==> src/xdwm_pkg.sv <==
`default_nettype none

package xdwm_pkg;

  localparam int CordicSteps = 24;
  localparam int QueueDepth  = 4;
  localparam int QueuePtrW   = $clog2(QueueDepth);
  localparam int QueueCntW   = $clog2(QueueDepth + 1);

  localparam logic signed [31:0] CordicGain = 32'sd652032874;
  localparam logic signed [17:0] HalfSqrt2  = 18'sd46341;

  localparam logic [31:0] AtanTurn [CordicSteps] = '{
    32'h20000000, 32'h12E4051E, 32'h09FB385B, 32'h051111D4,
    32'h028B0D43, 32'h0145D7E1, 32'h00A2F61E, 32'h00517C55,
    32'h0028BE53, 32'h00145F2F, 32'h000A2F98, 32'h000517CC,
    32'h00028BE6, 32'h000145F3, 32'h0000A2FA, 32'h0000517D,
    32'h000028BE, 32'h0000145F, 32'h00000A30, 32'h00000518,
    32'h0000028C, 32'h00000146, 32'h000000A3, 32'h00000051
  };

  typedef enum logic [1:0] {
    QuadFirst,
    QuadSecond,
    QuadThird,
    QuadFourth
  } quad_e;

  typedef struct packed {
    logic signed [15:0] drive_x;
    logic signed [15:0] drive_y;
    logic signed [15:0] spin_level;
    quad_e              quad;
    logic signed [31:0] resid;
  } cmd_t;

  typedef struct packed {
    logic               vld;
    logic signed [31:0] x;
    logic signed [31:0] y;
    logic signed [31:0] z;
    logic signed [15:0] drive_x;
    logic signed [15:0] drive_y;
    logic signed [15:0] spin_level;
    quad_e              quad;
  } cordic_t;

endpackage

`default_nettype wire

==> src/xdwm_queue.sv <==
`default_nettype none

module xdwm_queue (
  input  logic           clk_i,
  input  logic           rst_ni,
  input  logic           push_i,
  input  xdwm_pkg::cmd_t cmd_i,
  input  logic           pop_i,
  output logic           full_o,
  output logic           empty_o,
  output xdwm_pkg::cmd_t cmd_o
);
  import xdwm_pkg::*;

  cmd_t                 mem_q [QueueDepth];
  logic [QueuePtrW-1:0] wr_ptr_q;
  logic [QueuePtrW-1:0] rd_ptr_q;
  logic [QueueCntW-1:0] cnt_q;
  logic                 do_push;
  logic                 do_pop;

  assign full_o  = (cnt_q == QueueCntW'(QueueDepth));
  assign empty_o = (cnt_q == '0);
  assign cmd_o   = mem_q[rd_ptr_q];
  assign do_push = push_i && !full_o;
  assign do_pop  = pop_i && !empty_o;

  always_ff @(posedge clk_i or negedge rst_ni) begin
    if (!rst_ni) begin
      wr_ptr_q <= '0;
      rd_ptr_q <= '0;
      cnt_q    <= '0;
    end else begin
      if (do_push) begin
        wr_ptr_q <= wr_ptr_q + 1'b1;
      end
      if (do_pop) begin
        rd_ptr_q <= rd_ptr_q + 1'b1;
      end
      if (do_push && !do_pop) begin
        cnt_q <= cnt_q + QueueCntW'(1);
      end else if (do_pop && !do_push) begin
        cnt_q <= cnt_q - QueueCntW'(1);
      end
    end
  end

  always_ff @(posedge clk_i) begin
    if (do_push) begin
      mem_q[wr_ptr_q] <= cmd_i;
    end
  end

endmodule

`default_nettype wire

==> config.mk <==
export PLATFORM = sky130hd
export DESIGN_NAME = xdwm_queue
export DESIGN_NICKNAME = d
export VERILOG_FILES = /design/src/xdwm_pkg.sv /design/src/xdwm_queue.sv
export SDC_FILE = /design/constraint.sdc
export NUM_CORES = 1
export LEC_CHECK = 0
export BUFFER_PORTS_ARGS = -buffer_cell sky130_fd_sc_hd__buf_4
export CAP_MARGIN = 15
export CORE_UTILIZATION = 57
export DETAILED_ROUTE_END_ITERATION = 10
export GPL_TIMING_DRIVEN = 0
export PLACE_DENSITY = 0.76
export SYNTH_ARGS = -nofsm -noshare
export SYNTH_HDL_FRONTEND = slang
export SYNTH_SLANG_ARGS = --single-unit
==> constraint.sdc <==
create_clock -name clk_i -period 3.8 [get_ports clk_i]
set_input_delay 0 -clock clk_i [delete_from_list [all_inputs] [get_ports clk_i]]
set_output_delay 0 -clock clk_i [all_outputs]
set_load 0.005 [all_outputs]
==> results.toml, run 1 <==
[synthesis]
avgSynthCellArea_um2 = 26.40
synth.distinct_cells = 20
synth_nets = 556
ys_warn_count = 0
synth_seq_area_share = 0.8184
synth-edff-count = 328
synth_ff_type = "edfxtp_1"
synth_seq_cells = 335
synth_area_um2 = 12250
async_reset_ff_frac = 0.02090
syn_inst = 464

[global_route]
track_usage = 0.2129
overflow = 0
grt_pass1_vias = 6392
antenna_found_initial = 0
grt_max_degree = 53
grt_pass1_wl_mm = 34.68

[sta]
hold_violations = 0
rsz0062_at_grt = "no"
setup_viol = 0
timing.fmax_mhz = 456.1
skew_ns = 0.01254
setup_slack_ns = 1.608
holdWs_ns = 0.02262
slew_headroom = 0.5562
min_period_over_period = 0.5769
final_max_slew_viol_count = 0
fin_crit_ns = 2.192
tightest_slew_ns = 0.6656

[power_and_ir_drop]
intPower_mw = 8.891
share_comb_of_total_power = 0.301
power_density_nw_per_um2 = 752.9
leakage_nw = 5.594
p_clk_frac = 0.277
p_sw_mw = 3.126
power_switching_share = 0.2601
peakVddDrop_uv = 546.9
p_seq_frac = 0.422

[layout]
stdcell_area_um2 = 15960
fin_nets = 851
layoutNonFillerInstCount = 1057
antenna_cells = 0
syn_to_final_growth_pct = 30.29
drive_gt1_frac = 0.4194
layout_common_cells = "edfxtp_1 (328), buf_4 (171), dlygate4sd3_1 (85)"
post-route-util = 0.7592
final_common_cell = "edfxtp_1"

[drt]
viasPerCell = 5.523
totalWireLength_mm = 23.13
num_vias = 5838
drt_pass1_iterations = 5
detail-route-antenna-nets = 0
drc_errors = 0
wl_per_cell_um = 21.88
drtIter0Drc = 302

[floorplanning]
die_y_um = 148.6
ios = 170
rows = 53
coreArea_um2 = 21020
dieArea_um2 = 22080
dieWidth_um = 148.6
initial_core_util = 0.5827

[status]
run_status = "complete, no violations"

[clock_tree]
cts_tree = "yes"
cts_resized = 0
cts.sinks = 335
htreeDepth = 2
clock_latency_ns = 0.49
postCtsSetupBuffers = 0
cts_buffers = 35
clk_path_buf_depth = 3
cts_hold_buf = 85
clk_pin_slew_ns = 0.06
cts_root_buffer = "clkbuf_16"

[placed_design]
dp_hpwl_mm = 13.13
gp_congestion = 0.7136
dp_slack_ns = 1.579
placedInstanceArea_um2 = 13980
portBuffers = 169
dp.cells = 912

[hold_path]
min_path_type = "in -> reg"
min_path_cells = 4
min_to = "wr_ptr_q[0]"
min_from = "push_i"

[worst_setup_path]
r2r_setup_slack_ns = 1.61
path_class = "reg -> reg"
cp_max_fo = 4
r2r.worst_path.cells = 8
start_kind = "flip-flop"
worstPathRequired_ns = 4.22
cp-end-kind = "flip-flop"
r2r_end = "cnt_q[2]"
reg2reg_from = "cnt_q[0]"
arrival_ns = 2.61

[run]
cap_violations = 0
[power by group through the flow]
| stage | combinational, mW | clock [mW] | sequential [mW] |
|---|---|---|---|
| 2_1_floorplan | 1.98 | 0 | 5.12 |
| 3_3_place_gp | 3.46 | 0 | 5.20 |
| 3_5_place_dp | 3.60 | 0 | 5.14 |
| 4_1_cts | 3.69 | 3.38 | 5.08 |
| 5_1_grt | 3.88 | 3.50 | 5.13 |
| 6_report | 3.62 | 3.33 | 5.07 |
[worst max-delay path by stage]
stage | start | endpoint | slack (ns) | cells after the start
finish | cnt_q[0] | cnt_q[2] | 1.61 | 8
detailed placement | cnt_q[2] | mem_q[0][29] | 1.58 | 5
global route | cnt_q[2] | mem_q[0][61] | 1.49 | 5
floorplan | cnt_q[2] | mem_q[0][0] | 0.63 | 4
global placement | cnt_q[2] | mem_q[0][29] | -0.85 | 4
CTS | cnt_q[2] | mem_q[0][18] | 1.57 | 5
[critical path, stage by stage, from the launching register on]
cell	delay, ns
dfrtp_1	0.44
or3_1	0.45
nand2_1	0.13
ha_1	0.20
inv_1	0.06
fa_1	0.37
xor2_1	0.17
nor2_1	0.11
xor2_1	0.16
[layout make-up]
type                    instances  area (um2)
well taps                     275       344.1
multi-input cells             106        2077
clock inverters                17       177.7
flip-flops and latches        335       10020
repair buffers                258        2230
plain buffers                  19       142.6
clock buffers                  43       948.4
fillers                      1137        5062
inverters                       4       15.01
[state kept, by name, summed over array words and instances, names as in the netlist]
| name | flops |
|---|---|
| rd_ptr_q | 2 |
| cnt_q | 3 |
| wr_ptr_q | 2 |
| mem_q | 328 |
[kinds of logic (layout without fill, tap and decap cells)]
family | after synthesis | after routing | synth area share
flip-flops | 335 | 335 | 0.8184
multiplexers | 84 | 84 | 0.1526
buffers and inverters | 23 | 341 | 0.01287
AND/OR/NAND/NOR | 10 | 10 | 0.005106
adder cells (fa/ha/maj) | 6 | 6 | 0.006742
XOR/XNOR | 6 | 6 | 0.004290
[cell usage after synthesis (all sizes together) (2+ instances only)]
cell / count / share of area
edfxtp: 328 / 0.80
and2: 4 / 0.0020
xnor2: 4 / 0.0029
inv: 4 / 0.0012
mux2: 2 / 0.0018
mux4: 82 / 0.15
xor2: 2 / 0.0014
buf: 18 / 0.011
dfrtp: 7 / 0.014
ha: 5 / 0.0051
[per-stage QoR]
| step | setup TNS, ns | power, mW |
|---|---|---|
| floorplan | 0 | 7.103 |
| global placement | -276.11 | 8.653 |
| detailed placement | 0 | 8.739 |
| CTS | 0 | 12.15 |
| global route | 0 | 12.50 |
| finish | 0 | 12.02 |
[routing by layer]
metal  global-route usage  up-vias  share of wire
li1                     -     2587              -
met1               0.2759     3031           0.40
met2               0.3738      182           0.53
met3              0.03681       38          0.051
met4              0.05876        0          0.019
met5                    0        -              0
Power figures use the tool's default switching activity.
==> run 2: changes to the inputs <==
--- a/config.mk
+++ b/config.mk
@@ -7,10 +7,10 @@
 export LEC_CHECK = 0
 export BUFFER_PORTS_ARGS = -buffer_cell sky130_fd_sc_hd__buf_4
 export CAP_MARGIN = 15
-export CORE_UTILIZATION = 57
+export CORE_UTILIZATION = 51
 export DETAILED_ROUTE_END_ITERATION = 10
 export GPL_TIMING_DRIVEN = 0
-export PLACE_DENSITY = 0.76
+export PLACE_DENSITY = 0.72
 export SYNTH_ARGS = -nofsm -noshare
 export SYNTH_HDL_FRONTEND = slang
 export SYNTH_SLANG_ARGS = --single-unit
==> constraint.sdc (replaced) <==
create_clock -name clk_i -period 1.84 [get_ports clk_i]
set_input_delay 0 -clock clk_i [delete_from_list [all_inputs] [get_ports clk_i]]
set_output_delay 0 -clock clk_i [all_outputs]
set_load 0.005 [all_outputs]
==> run 2 against run 1 <==
The flow now finishes with violations (negative setup slack). Cell count is 8.6% higher. Routed wire length grew 12%. Clock skew down 0.0014 ns. Clock-buffer cell count shrank 1. Worst setup slack got worse by 1.7 ns. Largest cell class unchanged. Power grew 130%. Core utilization down 3.8 points. Die area grew 12%. Critical endpoint is now cmd_o[10]. Sequential share of layout area decreased by 3.7 points.
==> results.toml, run 2 (synthesized netlist as in run 1, its figures left out) <==
[floorplanning]
ios = 170
coreArea_um2 = 23540
dieArea_um2 = 24640
dieWidth_um = 157.0
rows = 56
initial_core_util = 0.5203
die_y_um = 157.0

[sta]
rsz0062_at_grt = "yes"
setup_tns_ns = -7.603
timing.fmax_mhz = 506.7
skew_ns = 0.01114
slew_headroom = 0.6927
final_max_slew_viol_count = 0
tightest_slew_ns = 0.4610
hold_violations = 0
fin_crit_ns = 1.973
setup_viol = 84
holdWs_ns = 0.1208
setup_slack_ns = -0.1334
min_period_over_period = 1.072

[worst_setup_path]
start_kind = "flip-flop"
reg2reg_from = "cnt_q[1]"
cp_cell_sequence = "buf_6, clkbuf_16, buf_12, mux4_2, buf_6"
cp_num_buf_inv = 4
path_depth = 5
r2r.worst_path.cells = 8
worstPathRequired_ns = 1.84
cp_max_fo = 5
cp_top_family = "buffers and inverters"
cp-end-kind = "output port"
crit_path_frequent_cell = "buf_6"
arrival_ns = 1.97
r2r_end = "cnt_q[2]"
critPathSlowestCell = "mux4_2"
path_class = "reg -> out"
critPathMaxStageDelay_ns = 0.54
r2r_setup_slack_ns = -0.12

[layout]
syn_to_final_growth_pct = 38.58
final_common_cell = "edfxtp_1"
stdcell_area_um2 = 16980
largest_register_ffs = 328
reg_top3 = "mem_q (328), cnt_q (3)"
layout_common_cells = "edfxtp_1 (328), buf_4 (135), dlygate4sd3_1 (85)"
layoutNonFillerInstCount = 1148
fin_nets = 895
regMostFlops = "mem_q"
drive_gt1_frac = 0.4638

[placed_design]
dp_slack_ns = -0.4008
dp_hpwl_mm = 12.99
dp.cells = 956
portBuffers = 169
placedInstanceArea_um2 = 14050
gp_congestion = 0.7501

[clock_tree]
clock_latency_ns = 0.49
cts_root_buffer = "clkbuf_16"
cts.sinks = 335
clk_path_buf_depth = 3
cts_buffers = 35
cts_tree = "yes"
htreeDepth = 2
clk_pin_slew_ns = 0.06

[drt]
wl_per_cell_um = 22.53
totalWireLength_mm = 25.86
drc_errors = 0
num_vias = 6135
detail-route-antenna-nets = 0
drt_pass1_iterations = 5
drtIter0Drc = 302
viasPerCell = 5.344

[global_route]
grt_pass1_wl_mm = 36.63
grt_max_degree = 43
antenna_found_initial = 1
grt_pass1_vias = 6461
track_usage = 0.2049
overflow = 0

[power_and_ir_drop]
peakVddDrop_uv = 1014
power_density_nw_per_um2 = 1614
leakage_nw = 6.028

[status]
failed_checks = "negative setup slack"
run_status = "complete, but fails checks"

[run]
cap_violations = 0

[hold_path]
min_from = "push_i"
min_path_cells = 5
min_path_type = "in -> reg"
min_to = "wr_ptr_q[0]"
[run 2: changes by cell type in the layout (fill, tap and decap cells not counted), moves of 5 or more]
cell	delta
buf_12	+13
clkbuf_16	+7
and2_4	+5
buf_2	-8
buf_6	+59
buf_4	-36
[run 2: repair_timing]
item | CTS | global route
gates resized for setup | 98 | 15
pin swaps | 11 | 2
cloned | 10 | 10
hold buffers | 85 | 0
endpoints found under the hold margin | 339 | 0
endpoints found under the setup margin | 409 | 233
buffers inserted | 18 | 10
[run 2: area by class of cell]
class                      instances  area (um2)
sequential                       335       10030
fill                            1393        6568
timing repair buffer             294        2929
multi-input combinational        114        2177
clock buffer                      42       944.7
tap                              319       399.1
buffer                            19       254.0
clock inverter                    20       225.2
inverter                           4       15.01
antenna                            1       2.502
[run 2: report_power, final]
part | switching (mW) | leakage (nW) | internal, mW | total (mW)
clock network | 2.71 | 0.578 | 4.36 | 7.08
registers | 0.381 | 3.08 | 10.1 | 10.5
logic | 4.08 | 2.37 | 5.77 | 9.85
total | 7.17 | 6.03 | 20.2 | 27.4
[run 2: tightest hold or removal path, cell delays in order]
cell and delay, ns:
buf_4 0.08, nor2b_1 0.15, buf_6 0.16, buf_4 0.13, xnor2_1 0.05
[run 2: worst max path at each step]
| stage | start | end | slack [ns] |
|---|---|---|---|
| 2_1_floorplan | cnt_q[2] | mem_q[0][0] | -0.02 |
| 4_1_cts | rd_ptr_q[0] | cmd_o[28] | -0.19 |
| 3_3_place_gp | cnt_q[2] | mem_q[0][23] | -0.50 |
| 6_report | rd_ptr_q[0] | cmd_o[10] | -0.13 |
| 5_1_grt | rd_ptr_q[0] | cmd_o[10] | -0.19 |
| 3_5_place_dp | cnt_q[2] | mem_q[3][39] | -0.40 |
[run 2: metrics by stage]
step           total power [mW]    util
2_1_floorplan             14.63       -
3_3_place_gp              17.76  0.5928
3_5_place_dp              18.08  0.5969
4_1_cts                   27.05  0.7110
5_1_grt                   28.53  0.7210
6_report                  27.39  0.7210
[run 2: metal layers]
layer / vias to the layer above / track usage / wire, um / share of wire
met1: 3190 / 0.2601 / 10340 / 0.40
li1: 2689 / - / - / -
met2: 226 / 0.3642 / 13710 / 0.53
met5: - / 0 / 0 / 0
met3: 30 / 0.03855 / 1475 / 0.057
met4: 0 / 0.05275 / 336 / 0.013
==> run 3: changes to the inputs <==
--- a/config.mk
+++ b/config.mk
@@ -7,10 +7,10 @@
 export LEC_CHECK = 0
 export BUFFER_PORTS_ARGS = -buffer_cell sky130_fd_sc_hd__buf_4
 export CAP_MARGIN = 15
-export CORE_UTILIZATION = 51
+export CORE_UTILIZATION = 57
 export DETAILED_ROUTE_END_ITERATION = 10
 export GPL_TIMING_DRIVEN = 0
-export PLACE_DENSITY = 0.72
+export PLACE_DENSITY = 0.76
 export SYNTH_ARGS = -nofsm -noshare
 export SYNTH_HDL_FRONTEND = slang
 export SYNTH_SLANG_ARGS = --single-unit
==> constraint.sdc (replaced) <==
create_clock -name clk_i -period 2.1 [get_ports clk_i]
set_input_delay 0 -clock clk_i [delete_from_list [all_inputs] [get_ports clk_i]]
set_output_delay 0 -clock clk_i [all_outputs]
set_load 0.005 [all_outputs]
==> run 3 against run 2 <==
The flow still finishes with violations (negative setup slack). Non-clock buffer count fell by 32. Clock skew up 0.0066 ns. Flip-flop and latch count stayed put. Core utilization rose by 4.0 points. Clock power shrank 19%. Design area down 5.7%. Largest power group unchanged.
==> results.toml, run 3 (synthesized netlist as in run 1, its figures left out) <==
[status]
run_status = "complete, but fails checks"
failed_checks = "negative setup slack"

[layout]
antenna_cells = 0
fin_nets = 855
final_common_cell = "edfxtp_1"
drive_gt1_frac = 0.4300
fill_cells = 1110
layoutNonFillerInstCount = 1061
reg_top3 = "mem_q (328), cnt_q (3)"
post-route-util = 0.7613
stdcell_area_um2 = 16000
largest_register_ffs = 328
syn_to_final_growth_pct = 30.64
regMostFlops = "mem_q"
layout_common_cells = "edfxtp_1 (328), buf_4 (175), dlygate4sd3_1 (85)"

[power_and_ir_drop]
intPower_mw = 15.97
p_seq_frac = 0.424
p_sw_mw = 5.688
p_clk_frac = 0.265
share_comb_of_total_power = 0.311
power_switching_share = 0.2627
peakVddDrop_uv = 1079
leakage_nw = 5.603
power_density_nw_per_um2 = 1353

[global_route]
overflow = 0
grt_pass1_wl_mm = 34.43
grt_max_degree = 46
track_usage = 0.2114
grt_pass1_vias = 6354
antenna_found_initial = 0

[sta]
setup_slack_ns = -0.006260
setup_viol = 17
setup_tns_ns = -0.02427
holdWs_ns = 0.1037
rsz0062_at_grt = "yes"
tightest_slew_ns = 0.6982
hold_violations = 0
final_max_slew_viol_count = 0
min_period_over_period = 1.003
timing.fmax_mhz = 474.8
fin_crit_ns = 2.106
skew_ns = 0.01770
slew_headroom = 0.5345

[drt]
drtIter0Drc = 316
m1WireLength_mm = 9.141
totalWireLength_mm = 22.91
drc_errors = 0
met3_length_mm = 1.031
detail-route-antenna-nets = 0
num_vias = 5845
viasPerCell = 5.509
top_layer_used = "met4"
dr_wl_met2_mm = 12.24
wl_per_cell_um = 21.59
drt_pass1_iterations = 4

[placed_design]
dp_hpwl_mm = 12.94
gp_congestion = 0.6882
dp.cells = 912
placedInstanceArea_um2 = 13980
portBuffers = 169

[floorplanning]
rows = 53
ios = 170
die_y_um = 148.6
coreArea_um2 = 21020
initial_core_util = 0.5827
dieWidth_um = 148.6
dieArea_um2 = 22080

[clock_tree]
clk_path_buf_depth = 3
clock_latency_ns = 0.50
cts_root_buffer = "clkbuf_16"
htreeDepth = 2
cts_tree = "yes"
cts.sinks = 335
cts_buffers = 34
clk_pin_slew_ns = 0.06

[hold_path]
min_path_cells = 4
min_from = "push_i"
min_path_type = "in -> reg"

[worst_setup_path]
cp_max_fo = 45
reg2reg_from = "cnt_q[2]"
arrival_ns = 2.28
cp-startpoint = "cnt_q[2]"
start_kind = "flip-flop"
worstPathRequired_ns = 2.27
r2r_setup_slack_ns = -0.006
path_class = "reg -> reg"
cp-end-kind = "flip-flop"
r2r.worst_path.cells = 5

[run]
cap_violations = 0
## run 3: layout make-up
cell class                      instances  area, um2  share of cell area
Tap cell                              275      344.1             0.02150
Sequential cell                       335      10030              0.6266
Inverter                                4      15.01           0.0009382
Multi-Input combinational cell        107       2103              0.1314
Buffer                                 19      176.4             0.01102
Timing Repair Buffer                  262       2260              0.1412
Clock buffer                           41      940.9             0.05880
Clock inverter                         18      136.4            0.008522
## run 3: per-layer routing
metal	GRT usage	vias to the layer above
li1	-	2586
met1	0.2727	3056
met2	0.3692	165
met3	0.03436	38
met4	0.06907	0
met5	0	-
## run 3: critical path: stages (launching register included)
cell	delay (ns)
dfrtp_1	0.40
nor3b_4	0.17
nor2b_2	0.15
buf_6	0.15
and2_4	0.54
buf_16	0.31
## run 3: through the flow
step           power [mW]  setup slack [ns]
3_3_place_gp        15.54           -0.9453
3_5_place_dp        15.81           -0.1325
6_report            21.66         -0.006260
2_1_floorplan       12.79           -0.1698
4_1_cts             21.72          -0.09004
5_1_grt             22.56           -0.1010
## run 3: worst paths after layout
| path | end |
|---|---|
| max | mem_q[1][48] |
| min | wr_ptr_q[1] |
| max reg2reg | mem_q[1][48] |
| min reg2reg | cnt_q[2] |
| max in group asynchronous | cnt_q[0] |
| min in group asynchronous | cnt_q[2] |
## run 3: power by group through the flow
stage	clock [mW]	sequential, mW	combinational (mW)
6_report	5.75	9.18	6.73
4_1_cts	5.83	9.19	6.71
5_1_grt	6.07	9.27	7.21
3_5_place_dp	0	9.30	6.51
3_3_place_gp	0	9.28	6.26
2_1_floorplan	0	9.20	3.59
## run 3: timing repair
item | 4_1_cts | 5_1_grt
endpoints found under the setup margin | 176 | 208
buffers inserted | 0 | 4
pin swaps | 3 | 3
endpoints found under the hold margin | 337 | 0
gates cloned | 0 | 1
gates resized for setup | 3 | 13
hold buffers | 85 | 0
